**src/rtl/core/rgb_tsp_pkg.sv**
```systemverilog
// ----------------------------------------------------------------------------
// RGB text spec parser package
// Parser state, result types and character codes shared by the parser.
// ----------------------------------------------------------------------------
package rgb_tsp_pkg;

    // Character codes recognized by the parser.
    localparam logic [7:0] CH_NUL   = 8'h00;
    localparam logic [7:0] CH_SPACE = 8'h20;
    localparam logic [7:0] CH_PCT   = 8'h25;
    localparam logic [7:0] CH_COMMA = 8'h2C;
    localparam logic [7:0] CH_ZERO  = 8'h30;
    localparam logic [7:0] CH_NINE  = 8'h39;

    // Scan phase of the current spec.
    typedef enum logic [2:0] {
        PH_LEAD   = 3'd0,
        PH_DIGITS = 3'd1,
        PH_REST   = 3'd2,
        PH_AFTER  = 3'd3,
        PH_DONE   = 3'd4,
        PH_DRAIN  = 3'd5
    } phase_t;

    typedef struct packed {
        phase_t      phase;
        logic [1:0]  idx;
        logic [8:0]  acc;
        logic        pct;
        logic [7:0]  red;
        logic [7:0]  green;
        logic [7:0]  blue;
        logic        failed;
    } parse_state_t;

    typedef struct packed {
        logic        emit;
        logic        ok;
        logic [23:0] colour;
    } step_res_t;

    localparam parse_state_t STATE_CLEAR = '{
        phase:  PH_LEAD,
        idx:    2'd0,
        acc:    9'd0,
        pct:    1'b0,
        red:    8'd0,
        green:  8'd0,
        blue:   8'd0,
        failed: 1'b0
    };

endpackage

```
**src/rtl/core/rgb_tsp_step.sv**
```systemverilog
// ----------------------------------------------------------------------------
// RGB text spec parser step logic
// Combinational update of the parser state for one character.
// ----------------------------------------------------------------------------
module rgb_tsp_step
    import rgb_tsp_pkg::*;
(
    input  parse_state_t state_cur,
    input  logic [7:0]   text_byte,
    input  logic         end_of_spec,
    output parse_state_t state_next,
    output step_res_t    res
);

    // Commits the open token into the next colour slot.
    function automatic parse_state_t commit_tok(input parse_state_t s);
        parse_state_t r;
        logic [6:0]   v;
        logic [14:0]  x;
        logic [27:0]  p;
        logic [7:0]   val;
        r = s;
        if (s.pct) begin
            v = (s.acc > 9'd100) ? 7'd100 : s.acc[6:0];
            // v * 255 / 100, the division done as a multiply by 2^19 / 100.
            x = ({8'd0, v} << 8) - {8'd0, v};
            p = {13'd0, x} * 28'd5243;
            val = p[26:19];
        end else begin
            val = (s.acc > 9'd255) ? 8'd255 : s.acc[7:0];
        end
        case (s.idx)
            2'd0: begin
                r.red = val;
            end
            2'd1: begin
                r.green = val;
            end
            default: begin
                r.blue = val;
            end
        endcase
        r.idx = s.idx + 2'd1;
        r.acc = 9'd0;
        r.pct = 1'b0;
        return r;
    endfunction

    function automatic parse_state_t token_end(input parse_state_t s, input logic comma);
        parse_state_t r;
        r = commit_tok(s);
        if (r.idx == 2'd3) begin
            r.phase = PH_DONE;
        end else begin
            r.phase = comma ? PH_LEAD : PH_AFTER;
        end
        return r;
    endfunction

    function automatic parse_state_t consume(input parse_state_t s, input logic [7:0] c);
        parse_state_t r;
        logic         digit;
        logic [12:0]  a;
        r = s;
        digit = (c >= CH_ZERO) && (c <= CH_NINE);
        a = ({4'd0, s.acc} << 3) + ({4'd0, s.acc} << 1) + {9'd0, c[3:0]};
        case (s.phase)
            PH_LEAD: begin
                if (c != CH_SPACE) begin
                    if (digit) begin
                        r.acc = {5'd0, c[3:0]};
                        r.pct = 1'b0;
                        r.phase = PH_DIGITS;
                    end else begin
                        r.failed = 1'b1;
                        r.phase = PH_DONE;
                    end
                end
            end
            PH_DIGITS: begin
                if (digit) begin
                    r.acc = (a > 13'd511) ? 9'd511 : a[8:0];
                end else if (c == CH_PCT) begin
                    r.pct = 1'b1;
                    r.phase = PH_REST;
                end else if (c == CH_SPACE) begin
                    r = token_end(s, 1'b0);
                end else if (c == CH_COMMA) begin
                    r = token_end(s, 1'b1);
                end else begin
                    r.phase = PH_REST;
                end
            end
            PH_REST: begin
                if (c == CH_SPACE) begin
                    r = token_end(s, 1'b0);
                end else if (c == CH_COMMA) begin
                    r = token_end(s, 1'b1);
                end
            end
            PH_AFTER: begin
                if (c == CH_COMMA) begin
                    r.phase = PH_LEAD;
                end else if (c != CH_SPACE) begin
                    r.failed = 1'b1;
                    r.phase = PH_DONE;
                end
            end
            default: begin
            end
        endcase
        return r;
    endfunction

    // Closes any open token and forms the result fields.
    function automatic step_res_t finish(input parse_state_t s);
        parse_state_t f;
        step_res_t    r;
        f = s;
        if (s.phase == PH_DIGITS || s.phase == PH_REST) begin
            f = token_end(s, 1'b0);
        end
        r.emit = 1'b1;
        r.ok = !f.failed && (f.idx == 2'd3);
        r.colour = r.ok ? {f.red, f.green, f.blue} : 24'd0;
        return r;
    endfunction

    parse_state_t consumed;
    logic         draining;

    assign consumed = consume(state_cur, text_byte);
    assign draining = (state_cur.phase != PH_LEAD) && (state_cur.phase != PH_DIGITS) &&
                      (state_cur.phase != PH_REST) && (state_cur.phase != PH_AFTER) &&
                      (state_cur.phase != PH_DONE);

    always_comb begin
        res = '0;
        state_next = state_cur;
        if (draining) begin
            if (end_of_spec) begin
                state_next = STATE_CLEAR;
            end
        end else if (text_byte == CH_NUL) begin
            res = finish(state_cur);
            state_next = STATE_CLEAR;
            if (!end_of_spec) begin
                state_next.phase = PH_DRAIN;
            end
        end else if (end_of_spec) begin
            res = finish(consumed);
            state_next = STATE_CLEAR;
        end else begin
            state_next = consumed;
        end
    end

endmodule

```
**src/rtl/core/rgb_text_spec_parser.sv**
```systemverilog
// ----------------------------------------------------------------------------
// RGB text spec parser
// Parses a colour text spec such as "255, 128, 50%" one byte per request and
// returns one result per spec: an ok flag and the packed 24-bit colour.
// ----------------------------------------------------------------------------
//
//  Channel   Ports                                   Direction  Moves
//  --------  --------------------------------------  ---------  ---------------------
//  s_        s_valid s_ready s_text_byte              in         one character per
//            s_end_of_spec                                       request
//  m_        m_valid m_ready m_parse_ok               out        one result per spec
//            m_packed_colour
//
//  A request is taken into an input register and parsed from there; a character
//  that closes a spec loads the result register as it is parsed. One character
//  is accepted per cycle while the input register is free or being parsed; a
//  spec-closing character waits while the previous result has not been taken,
//  and later characters wait behind it. Reset is synchronous, active low, and
//  leaves the parser at the start of a spec.
//
module rgb_text_spec_parser
    import rgb_tsp_pkg::*;
(
    input  logic        aclk,
    input  logic        aresetn,
    input  logic        s_valid,
    output logic        s_ready,
    input  logic [7:0]  s_text_byte,
    input  logic        s_end_of_spec,
    output logic        m_valid,
    input  logic        m_ready,
    output logic        m_parse_ok,
    output logic [23:0] m_packed_colour
);

    // Input register: holds one accepted character until it is parsed.
    logic         in_valid_reg;
    logic [7:0]   in_byte_reg;
    logic         in_last_reg;

    // Parser state carried from one character to the next.
    parse_state_t state_reg;
    parse_state_t state_next;

    // Result register.
    logic         out_valid_reg;
    logic         out_ok_reg;
    logic [23:0]  out_colour_reg;

    step_res_t    step_res;
    logic         advance;

    rgb_tsp_step u_step (
        .state_cur   (state_reg),
        .text_byte   (in_byte_reg),
        .end_of_spec (in_last_reg),
        .state_next  (state_next),
        .res         (step_res)
    );

    // The held character is parsed unless it produces a result and the
    // result register is still occupied by one that has not been taken.
    assign advance = in_valid_reg && (!step_res.emit || !out_valid_reg || m_ready);
    assign s_ready = !in_valid_reg || advance;

    always_ff @(posedge aclk) begin
        if (!aresetn) begin
            in_valid_reg <= 1'b0;
        end else if (s_valid && s_ready) begin
            in_valid_reg <= 1'b1;
        end else if (advance) begin
            in_valid_reg <= 1'b0;
        end
    end

    always_ff @(posedge aclk) begin
        if (s_valid && s_ready) begin
            in_byte_reg <= s_text_byte;
            in_last_reg <= s_end_of_spec;
        end
    end

    // The parser state only moves when a character is actually parsed, so
    // a stalled character is seen against the same state on every retry.
    always_ff @(posedge aclk) begin
        if (!aresetn) begin
            state_reg <= STATE_CLEAR;
        end else if (advance) begin
            state_reg <= state_next;
        end
    end

    always_ff @(posedge aclk) begin
        if (!aresetn) begin
            out_valid_reg <= 1'b0;
        end else if (advance && step_res.emit) begin
            out_valid_reg <= 1'b1;
        end else if (m_ready) begin
            out_valid_reg <= 1'b0;
        end
    end

    always_ff @(posedge aclk) begin
        if (advance && step_res.emit) begin
            out_ok_reg     <= step_res.ok;
            out_colour_reg <= step_res.colour;
        end
    end

    assign m_valid         = out_valid_reg;
    assign m_parse_ok      = out_ok_reg;
    assign m_packed_colour = out_colour_reg;

endmodule

```
**config.mk**
```make
export PLATFORM = sky130hd
export DESIGN_NAME = rgb_text_spec_parser
export DESIGN_NICKNAME = d
export VERILOG_FILES = /design/src/rtl/core/rgb_tsp_pkg.sv /design/src/rtl/core/rgb_tsp_step.sv /design/src/rtl/core/rgb_text_spec_parser.sv
export SDC_FILE = /design/constraint.sdc
export NUM_CORES = 1
export LEC_CHECK = 0
export BUFFER_PORTS_ARGS = -buffer_cell sky130_fd_sc_hd__buf_2
export CAP_MARGIN = 20
export CORE_MARGIN = 3
export CORE_UTILIZATION = 55
export CTS_CLUSTER_DIAMETER = 30
export DETAILED_ROUTE_END_ITERATION = 10
export PLACE_DENSITY = 0.72
export SLEW_MARGIN = 20
export SYNTH_ARGS = -nofsm -noshare
export SYNTH_HDL_FRONTEND = slang
export SYNTH_SLANG_ARGS = --single-unit
export TNS_END_PERCENT = 20
```
**constraint.sdc**
```tcl
create_clock -name aclk -period 9.3 [get_ports aclk]
set_input_delay 0.93 -clock aclk [delete_from_list [all_inputs] [get_ports aclk]]
set_output_delay 0.93 -clock aclk [all_outputs]
set_load 0.01 [all_outputs]
```
==> results.cfg, run 1 <==
[global_routing]
antenna_found_initial = 0
grt_start_max_net_pins = 43
grt_pass1_vias = 11158
grt.total_usage_pct = 27.6
overflow = 0
grt_pass1_wl_mm = 57.1

[yosys]
synth_xor_area_share_pct = 3.45
synth_cell_type_count = 84
synthesis.area_um2 = 12800
seq_area_frac_synth_pct = 14.5
synth_top_family_by_area = adder cells
synth_edf_count = 34
synthFlopType = dfxtp_1
yosysTopAreaCellShare_pct = 21.4
yosys.area_share.simple_pct = 14.3
ys.warnings.count = 0
synth_most_common_cell = inv_1
synth_nets = 1816
synth_top_area_cell = ha_1
ys_top_cells_by_count = inv_1, ha_1, fa_1
synth_fa_ha_area_share_pct = 42.3
avgSynthCellArea_um2 = 8.86
synth_compound_area_share_pct = 14.4
ys_ff_latch = 76
synth_area_leaders = ha_1, fa_1, inv_1
netlist_instances = 1449
ys_async_sr_fraction_pct = 0
synth_mux_area_share_pct = 1.48

[floorplanning]
initial_core_util_pct = 56.4
dieWidth_um = 159
die_h_um = 159
row_count = 55
coreArea_um2 = 22800
io_pins = 40
dieArea_um2 = 25200

[worst_hold_path]
hold_class = register to register

[route]
drc = 0
ant_nets = 0
via_per_inst = 5.77
routed_wl_mm = 34.3
drtIter0Drc = 784
avgRoutedWirePerCell_um = 18.5
drtPass1Iterations = 6
num_vias = 10702

[place]
post-dp-hpwl_mm = 28.2
io_buffers = 39
dp.cells = 1828
pre_cts_ws_ps = -172
gp_congestion = 0.968
placed_cell_area_um2 = 13900

[cells_and_area]
antennaDiodeCount = 0
layout-drive-gt1-share_pct = 14.0
fin_cells = 1856
nets = 1905
post-route-util_pct = 63.4
syn2layout_area_growth_pct = 12.4
largest_register_ffs = 40
final_area_um2 = 14400

[clock_tree]
cts_hold_buf = 0
cts.path.max_buffers = 2
h-tree-depth = 3
clk_pin_slew_ps = 60
root_buffer = clkbuf_16
clock_sinks = 76
clock_latency_ps = 340
cts_tree = built
numCtsBuffers = 9

[worst_setup_path]
cp.arrival_ps = 9180
timing.rr.start = state_reg[30]
endpoint_kind = register
crit_required_ps = 9400
reg2reg_depth = 34
crit_family = adder cells
crit_end = m_packed_colour[22]
critPathMaxFanout = 6
crit_slowest_cell = fa_1
critPathBufInv = 3
worst-r2r-setup-slack_ps = 220
critical_path_depth = 34
startpoint = state_reg[30]
r2r-end = m_packed_colour[22]
critical_path_class = register to register
cpPeakStageDelay_ps = 540
cp_common_cell = fa_1
cp-start-kind = register

[sta]
period_needed_ps = 9080
fin_skew_ps = 6.99
finalWorstSetupSlack_ps = 218
timing.fmax_mhz = 110
fin_crit_sh_pct = 97.7
hold_viol_final = 0
final.setup.tns_ps = 0
slew_headroom_pct = 33.5
worst_pin_slew_ps = 992
holdWs_ps = 483
slew_violations = 0
finalSetupViolations = 0

[pwr]
total_power_mw = 1.73
leakage_nw = 7.37
p_per_area_nw_per_um2 = 120
ir_worst_vdd_v = 0.000137

[outcome]
status = finished clean

[job]
maxCapViolations = 0
## final cells by class
| cell class | instances | area (µm²) |
|---|---|---|
| Timing Repair Buffer | 121 | 815 |
| Clock buffer | 9 | 225 |
| Multi-Input combinational cell | 1050 | 10000 |
| Fill cell | 1912 | 8350 |
| Sequential cell | 76 | 1860 |
| Clock inverter | 7 | 56.3 |
| Inverter | 280 | 1050 |
| Tap cell | 313 | 392 |
## worst min path at each step
stage | from | end | slack (ps) | depth (start not counted)
after floorplan | state_reg[15] | state_reg[15] | 450 | 2
after detailed placement | state_reg[15] | state_reg[15] | 470 | 2
final | state_reg[15] | state_reg[15] | 480 | 2
after CTS | state_reg[15] | state_reg[15] | 480 | 2
after global placement | state_reg[15] | state_reg[15] | 460 | 2
after global routing | state_reg[15] | state_reg[15] | 520 | 2
## repair_timing
item	4_1_cts	5_1_grt
pin swaps	5	32
setup buffers	4	8
gates resized for setup	5	39
endpoints found under the hold margin	0	0
setup endpoints to repair	15	24
## cells by family (layout without fill, tap and decap cells)
family                     after synthesis  after routing
and+or+nand+nor                        356            356
adders and majority gates              354            354
buffers and inverters                  323            417
AOI/OAI and AO/OA                      276            276
DFF                                     76             76
xor gates and xnor gates                46             46
muxes                                   18             18
## worst min-delay path, delay by kind of cell (launching register included)
| kind | cells | cell delay (ps) |
|---|---|---|
| flops | 1 | 320 |
| compound gates | 1 | 60 |
| simple gates | 1 | 50 |
## layout by cell type (no fill, tap or decap), types with 5 or more instances in the layout
master	instances
a21boi_0	5
and3_1	11
a21o_1	12
inv_1	274
dfxtp_1	41
clkbuf_16	9
xnor2_1	27
nand2b_1	8
mux2_2	5
ha_4	5
o21ai_1	10
o21a_1	11
mux2i_1	12
ha_1	212
nand3_1	25
o21ai_2	7
a21oi_1	52
or3_1	14
and2_1	20
o22ai_1	22
o211ai_1	16
inv_2	6
nor2b_1	41
fa_1	133
nand2_1	97
or2_2	6
nor3_1	31
a31oi_1	7
a211oi_1	8
o21ai_0	43
nor4_1	7
nor2_1	51
a211o_1	6
nand4_1	9
edfxtp_1	34
xor2_1	12
nor3_2	5
a22oi_1	31
buf_2	39
buf_4	81
## routing by layer
layer  track usage, %  up-vias  wire, µm  part of all wire [%]
met2             47.1      378     16500                    48
li1                 -     5088         -                     -
met1             36.6     5159     14700                    43
met5                0        -         0                     0
met3             2.84       77      1880                   5.5
met4             9.63        0      1220                   3.6
## report_power, final
| part | internal [mW] | total [mW] | switching, mW |
|---|---|---|---|
| combinational | 0.447 | 1.03 | 0.588 |
| clock | 0.185 | 0.339 | 0.154 |
| sequential | 0.354 | 0.358 | 0.00413 |
| total | 0.985 | 1.73 | 0.746 |
(Power assumes the default switching activity.)
==> inputs of run 2 (changes only) <==
- PLACE_DENSITY: 0.72 -> 0.75
==> run 2 against run 1 <==
Total power grew 4.3%; combinational power is essentially flat; hold slack gained 25 ps; fmax grew 1.4%; worst setup slack gained 120 ps; cell count shrank 0.22%; first-iteration DRC count grew 9.1%; critical path type unchanged; largest cell class unchanged; highest routed layer unchanged.
==> results.cfg, run 2 (same netlist as run 1, synthesis figures left out) <==
[cells_and_area]
antennaDiodeCount = 0
nets = 1901
num-fill-cells = 1912
post-route-util_pct = 63.6
mostFrequentLayoutCells = inv_1, ha_1, fa_1, nand2_1, buf_4
layout_commonest_cell = inv_1
syn2layout_area_growth_pct = 12.9
fin_cells = 1852
layout-drive-gt1-share_pct = 14.1
largest_register_ffs = 40
final_area_um2 = 14500

[route]
via_per_inst = 5.86
drc = 0
wl_met2_mm = 16.6
drtIter0Drc = 855
drtPass1Iterations = 6
dr.max_layer_used = met4
avgRoutedWirePerCell_um = 18.8
routed_wl_mm = 34.9
num_vias = 10855
m1WireLength_mm = 14.9
met3_length_mm = 2.24
ant_nets = 0

[clock_tree]
clk_pin_slew_ps = 70
cts.path.max_buffers = 2
clock_latency_ps = 340
cts_tree = built
numCtsBuffers = 9
root_buffer = clkbuf_16
cts_hold_buf = 0
clock_sinks = 76
h-tree-depth = 3

[sta]
finalSetupViolations = 0
timing.fmax_mhz = 112
fin_crit_sh_pct = 96.3
fin_skew_ps = 8.43
finalWorstSetupSlack_ps = 342
hold_viol_final = 0
period_needed_ps = 8960
worst_pin_slew_ps = 1190
slew_violations = 0
slew_headroom_pct = 20.3

[pwr]
total_power_mw = 1.81
leakage_nw = 7.40
ir_worst_vdd_v = 0.000150
p_per_area_nw_per_um2 = 125

[worst_setup_path]
endpoint_kind = register
crit_slowest_cell = fa_1
cpPeakStageDelay_ps = 530
cp.arrival_ps = 9050
crit_required_ps = 9400
cp-start-kind = register
critPathMaxFanout = 4
cp_common_cell = fa_1
critical_path_class = register to register

[place]
pre_cts_ws_ps = -167
placed_cell_area_um2 = 13900
post-dp-hpwl_mm = 28.4
io_buffers = 39
dp.cells = 1826
gp_congestion = 0.944

[global_routing]
grt_pass1_wl_mm = 56.9
grt_pass1_vias = 11060
grt_start_max_net_pins = 43
grt.total_usage_pct = 27.7
antenna_found_initial = 0
overflow = 0

[floorplanning]
io_pins = 40
coreArea_um2 = 22800
row_count = 55
die_h_um = 159
dieWidth_um = 159
dieArea_um2 = 25200
initial_core_util_pct = 56.4

[outcome]
status = finished clean

[worst_hold_path]
hold_class = register to register

[job]
maxCapViolations = 0
-- run 2: cell count changes in the layout (fill, tap and decap cells not counted), moves of 2 or more --
cell        previous run  this run
buf_4                 81        78
bufinv_16              0         2
o21ai_1               10         7
clkinvlp_4             2         0
dfxtp_1               41        39
dfxtp_2                1         3
inv_6                  4         0
inv_8                  0         4
o21ai_0               43        45
-- run 2: final timing paths --
path | start | end | slack, ps | cells past startpoint
setup / recovery | in_byte_reg[3] | m_packed_colour[22] | 340 | 35
hold / removal | state_reg[15] | state_reg[15] | 510 | 2
setup reg to reg | in_byte_reg[3] | m_packed_colour[22] | 340 | 35
hold reg to reg | state_reg[15] | state_reg[15] | 510 | 2
-- run 2: layer usage --
layer / vias to the layer above / global-route usage [%]
li1: 5100 / -
met1: 5264 / 37.2
met2: 413 / 46.6
met3: 78 / 3.55
met4: 0 / 9.07
met5: - / 0
-- run 2: area by class of cell --
type	count	area, µm²	share of cell area [%]
well taps	313	392	2.70
clock inverters	7	114	0.786
flip-flops and latches	76	1870	12.9
inverters	280	1050	7.25
clock buffers	9	225	1.55
repair buffers	117	781	5.39
multi-input cells	1050	10100	69.4
-- run 2: critical path: cells and delay by family (launching register included) --
kind            cells  cell delay, ps
compound gates     14            3130
xor+xnor            2             510
fa+ha+maj           9            3260
buf+inv             4             310
flops               1             410
simple gates        6            1080
-- run 2: stage by stage --
stage / hold slack [ps] / TNS (ps)
3_3_place_gp: 466 / 0
2_1_floorplan: 450 / 0
3_5_place_dp: 504 / -914
4_1_cts: 512 / 0
6_report: 508 / 0
5_1_grt: 530 / -10.0
-- run 2: power by group --
group          switching [mW]  internal (mW)
combinational           0.596          0.447
sequential            0.00438          0.354
clock                   0.161          0.243
-- run 2: what timing repair did --
action	4_1_cts	5_1_grt
setup buffers	3	7
resized for setup	8	42
hold endpoints to repair	0	0
cloned	0	0
pin swaps	4	36
endpoints found under the setup margin	13	24
